`config.mk`:
```
export PLATFORM = sky130hd
export DESIGN_NAME = sdu_hist
export DESIGN_NICKNAME = d
export VERILOG_FILES = /design/src/design/sdu_pkg.sv /design/src/design/sdu_hist.sv
export SDC_FILE = /design/constraint.sdc
export NUM_CORES = 2
export LEC_CHECK = 0
export BUFFER_PORTS_ARGS = -buffer_cell sky130_fd_sc_hd__buf_4
export CAP_MARGIN = 40
export CORE_ASPECT_RATIO = 0.5
export CORE_MARGIN = 3
export CORE_UTILIZATION = 60
export CTS_CLUSTER_SIZE = 20
export DETAILED_ROUTE_END_ITERATION = 8
export PLACE_DENSITY = 0.76
export SKIP_CTS_REPAIR_TIMING = 1
export SLEW_MARGIN = 10
export SYNTH_ARGS = -nofsm -noshare
export SYNTH_HDL_FRONTEND = slang
export SYNTH_SLANG_ARGS = --single-unit
```
`constraint.sdc`:
```
create_clock -name clk_i -period 35.5 [get_ports clk_i]
set_input_delay 1.775 -clock clk_i [delete_from_list [all_inputs] [get_ports clk_i]]
set_output_delay 1.775 -clock clk_i [all_outputs]
set_load 0.01 [all_outputs]
```
`src/design/sdu_pkg.sv`:
```
// Shared types and constants of the S-box differential uniformity block.
`timescale 1ns / 1ps

package sdu_pkg;

  localparam int MaxInBitsDef  = 8;
  localparam int MaxOutBitsDef = 8;

  localparam int CfgIdxW  = 2;
  localparam int CfgDataW = 4;
  localparam int EntryW   = 8;
  localparam int UnifW    = 9;
  localparam int RowsW    = 8;

  localparam logic [CfgIdxW-1:0]  RegInBits  = 2'd0;
  localparam logic [CfgIdxW-1:0]  RegOutBits = 2'd1;
  localparam logic [CfgDataW-1:0] CfgReset   = 4'd8;

  localparam logic [UnifW-1:0] UnifMax = 9'h1FF;
  localparam logic [RowsW-1:0] RowsMax = 8'hFF;

  // Operation handed to the histogram memory.
  typedef struct packed {
    logic inc;    // count one more pair at the given bin
    logic scan;   // read a bin out and zero it
    logic clear;  // zero a bin without reading it
  } hist_cmd_t;

  // Status returned by the histogram memory.
  typedef struct packed {
    logic busy;      // an increment is still in flight
    logic bin_vld;   // a scanned bin count is on bin_cnt
    logic bin_zero;  // the scanned bin is output difference zero
  } hist_stat_t;

endpackage

```
`src/design/sdu_hist.sv`:
```
// Row histogram: read-modify-write counter memory with scan and clear.
`timescale 1ns / 1ps

module sdu_hist #(
  parameter int AW = 8,
  parameter int CW = 9
) (
  input  logic                clk_i,
  input  logic                rst_ni,
  input  sdu_pkg::hist_cmd_t  cmd_i,
  input  logic [AW-1:0]       addr_i,
  output sdu_pkg::hist_stat_t stat_o,
  output logic [CW-1:0]       bin_cnt_o
);
  import sdu_pkg::*;

  localparam int Depth = 1 << AW;

  logic [CW-1:0] mem_q [Depth];
  logic [CW-1:0] rdata_q;

  hist_cmd_t     op2_q;
  logic [AW-1:0] addr2_q;
  logic          wr_vld_q;
  logic [AW-1:0] wr_addr_q;
  logic [CW-1:0] wr_data_q;

  logic          we;
  logic [AW-1:0] waddr;
  logic [CW-1:0] wdata;
  logic [CW-1:0] base;

  // Forward the write of the previous cycle, which the memory read missed.
  assign base = (wr_vld_q && (wr_addr_q == addr2_q)) ? wr_data_q : rdata_q;

  // Pick the write: finishing increment or scan first, then a plain clear.
  always_comb begin
    we    = 1'b0;
    waddr = addr2_q;
    wdata = '0;
    priority if (op2_q.inc) begin
      we    = 1'b1;
      wdata = base + CW'(1);
    end else if (op2_q.scan) begin
      we    = 1'b1;
    end else if (cmd_i.clear) begin
      we    = 1'b1;
      waddr = addr_i;
    end
  end

  // Memory array with a registered read.
  always_ff @(posedge clk_i) begin
    if (we) begin
      mem_q[waddr] <= wdata;
    end
    rdata_q <= mem_q[addr_i];
  end

  // Register the increment and scan commands for their write stage; a clear is not tracked.
  always_ff @(posedge clk_i or negedge rst_ni) begin
    if (!rst_ni) begin
      op2_q    <= '0;
      wr_vld_q <= 1'b0;
    end else begin
      op2_q    <= '{inc: cmd_i.inc, scan: cmd_i.scan, clear: 1'b0};
      wr_vld_q <= we;
    end
  end

  // Hold address and last write for forwarding.
  always_ff @(posedge clk_i) begin
    addr2_q   <= addr_i;
    wr_addr_q <= waddr;
    wr_data_q <= wdata;
  end

  assign stat_o.busy     = op2_q.inc;
  assign stat_o.bin_vld  = op2_q.scan;
  assign stat_o.bin_zero = (addr2_q == '0);
  assign bin_cnt_o       = base;

endmodule

```
==> flow_metrics.env <==
export IMPL_clk_latency_ns=0.84
export IMPL_cts_sinks=2341
export IMPL_async_flop_share_pct=0.128
export IMPL_rows=100
export IMPL_r2r_cells=11
export IMPL_track_usage_pct=29.5
export IMPL_num_fill_cells=8778
export IMPL_hold_path_end="wr_addr_q[4]"
export IMPL_regArea_sq_um=69900
export IMPL_grt_pass1_wl_mm=329
export IMPL_required_ns=36.16
export IMPL_critPathKind="in2reg"
export IMPL_crit_family="buffers and inverters"
export IMPL_seq_area_frac_synth_pct=77.3
export IMPL_antenna_left=0
export IMPL_synth_avg_cell_area_sq_um=21.3
export IMPL_cp_common_cell="nor3_1"
export IMPL_critical_path_max_stage_delay_ns=0.74
export IMPL_post_drt_wl_per_cell_um=34.4
export IMPL_power_density_nw_per_um2=56.2
export IMPL_ys_warn_count=0
export IMPL_cts_tree="yes"
export IMPL_start_util_pct=60.6
export IMPL_relSlewSlack_pct=28.6
export IMPL_placed_cells=6268
export IMPL_netlist_area_sq_um=90500
export IMPL_final_common_cell="edfxtp_1"
export IMPL_r2r_start="addr2_q[0]"
export IMPL_die_x_um=555
export IMPL_grt_pass1_vias=45749
export IMPL_multi_input_area_sq_um=19200
export IMPL_syn_nets=4263
export IMPL_crit_path_start_kind="input pin"
export IMPL_setup_violations=0
export IMPL_leakage_uw=0.0322
export IMPL_setup_tns_final_ns=0
export IMPL_yosys_register_bits=2341
export IMPL_stdcell_count=6659
export IMPL_die_h_um=281
export IMPL_synth_ff_type="edfxtp_1"
export IMPL_cp_slowest_cell="buf_4"
export IMPL_max_freq_mhz=175
export IMPL_wl_mm=229
export IMPL_fin_util_pct=67.6
export IMPL_h_tree_depth=4
export IMPL_fp_coreArea_sq_um=149000
export IMPL_cts_reportedPaths_clkPinSlew_ns=0.07
export IMPL_rsz0062_at_grt="no"
export IMPL_ios=25
export IMPL_min_path_cells=2
export IMPL_period_share_pct=16.1
export IMPL_port_buffers=24
export IMPL_die_area_sq_um=156000
export IMPL_ir_worst_vdd_mv=0.0492
export IMPL_cts_buffers_inserted=190
export IMPL_final_min_clock_period_ns=5.73
export IMPL_route_detailed_drc=0
export IMPL_drv_slew=0
export IMPL_timing_reg2reg_setup_slack_ns=30.29
export IMPL_synth_edf_count=2304
export IMPL_worst_path_buf_inv=3
export IMPL_grt_max_degree=222
export IMPL_min_path_type="reg2reg"
export IMPL_drt_pass1_iterations=6
export IMPL_skew_ns=0.0491
export IMPL_worstPathArrival_ns=6.39
export IMPL_antenna_found_initial=7
export IMPL_worst_pin_slew_ns=1.07
export IMPL_cts_buffer_depth=3
export IMPL_gp_congestion=0.910
export IMPL_synth_cell_types=68
export IMPL_cap_violations=0
export IMPL_worst_slack_ns=29.77
export IMPL_cp_max_fo=98
export IMPL_place_hpwl_mm=139
export IMPL_pre_cts_ws_ns=28.83
export IMPL_grt_overflow_total=0
export IMPL_postSynthCellCount=4249
export IMPL_vias_per_cell=6.94
export IMPL_via_count=46184
export IMPL_final_hold_violation_count=0
export IMPL_end_kind="flip-flop"
export IMPL_syn2layout_area_growth_pct=11.6
export IMPL_power_uw=5670
export IMPL_cts_root_buffer="clkbuf_16"
export IMPL_outcome="finished clean"
export IMPL_worstHoldStart="addr2_q[4]"
export IMPL_drive_above_1_share_pct=24.8
export IMPL_nets=4510
export IMPL_drt_initial_drc_count=7664
export IMPL_worstPathCellList="buf_8, buf_4, buf_12, mux4_2, a22o_1, a221oi_1, o22ai_1, nor3_1, nor3_1"
export IMPL_timing_rr_end="mem_q[74][4]"
export IMPL_final_cell_mix="2304 x edfxtp_1, 520 x mux4_2, 288 x nor2_1"
## report_power, final
group          internal (uW)  switching, uW
Combinational            114            282
Clock                   1160            976
Sequential              3130           7.14
Total                   4410           1270
## per-stage QoR
stage | hold WS [ns] | cell area [sq um]
2_1_floorplan | 0.542 | 90500
3_3_place_gp | 0.570 | 92400
3_5_place_dp | 0.601 | 94300
4_1_cts | 0.632 | 101000
5_1_grt | 0.650 | 101000
6_report | 0.636 | 101000
## layout make-up
type / instances / share of cell area [%]
Clock buffer: 234 / 4.98
Timing Repair Buffer: 300 / 3.00
Tap cell: 1989 / 2.46
Multi-Input combinational cell: 1648 / 19.0
Inverter: 15 / 0.0558
Clock inverter: 123 / 1.21
Antenna cell: 9 / 0.0223
Sequential cell: 2341 / 69.3
## routing by layer
layer	GRT usage, %	vias to the layer above	wire [um]
li1	-	18255	-
met1	41.3	23857	81800
met2	44.1	3503	106000
met3	9.28	559	31700
met4	11.7	10	9480
met5	0	-	67
## worst register-to-register path, cell delays in order (launching register included)
cell and delay (ns):
dfxtp_1 0.41, xnor2_1 0.14, nand3_1 0.21, nor3_2 0.28, buf_4 0.26, mux2_2 0.47, ha_1 0.27, a21bo_2 0.28
xnor2_1 0.12, nor2_4 0.78, buf_4 0.79, buf_4 0.76
## cells in the mapped netlist (10+ instances only)
master / n / share of area [%]
nor2b_1: 12 / 0.083
nand3_1: 41 / 0.23
dfxtp_1: 34 / 0.75
mux2_2: 14 / 0.17
a22o_1: 49 / 0.47
mux2i_1: 184 / 2.0
o21a_1: 11 / 0.091
nor3_1: 27 / 0.15
o221ai_1: 14 / 0.14
a211oi_1: 10 / 0.083
clkbuf_1: 69 / 0.29
o22ai_1: 24 / 0.17
a21oi_1: 70 / 0.39
edfxtp_1: 2304 / 76
nor2_1: 293 / 1.2
nand2_1: 83 / 0.34
buf_6: 37 / 0.46
a221oi_1: 34 / 0.33
o21ai_0: 21 / 0.12
buf_2: 96 / 0.53
xnor2_1: 10 / 0.097
a22oi_1: 125 / 1.0
mux4_2: 520 / 13
buf_4: 31 / 0.26
inv_1: 13 / 0.054
## sequential cells by signal, indices dropped and copies added (netlist names)
register and count:
wr_data_q 9, addr2_q 8, mem_q 2304, stat_o 2, wr_vld_q 1, rdata_q 9, wr_addr_q 8
## how the worst max path moves through the flow
| stage | start | endpoint | slack [ns] | cells after the start |
|---|---|---|---|---|
| 2_1_floorplan | addr2_q[0] | mem_q[0][2] | 21.28 | 8 |
| 5_1_grt | addr_i[0] | rdata_q[0] | 29.55 | 9 |
| 4_1_cts | addr_i[0] | rdata_q[0] | 29.73 | 9 |
| 3_3_place_gp | addr_i[0] | rdata_q[8] | 28.75 | 9 |
| 6_report | addr_i[0] | rdata_q[0] | 29.77 | 9 |
| 3_5_place_dp | addr_i[0] | rdata_q[0] | 28.83 | 9 |
## cells by family after synthesis
| logic type | synth area share, % |
|---|---|
| simple gates | 2.51 |
| xor+xnor | 0.0968 |
| compound gates | 3.19 |
| fa+ha+maj | 0.0138 |
| mux | 15.2 |
| buf+inv | 1.69 |
| flops | 77.3 |
No activity file was read; power rests on OpenSTA's default activity.
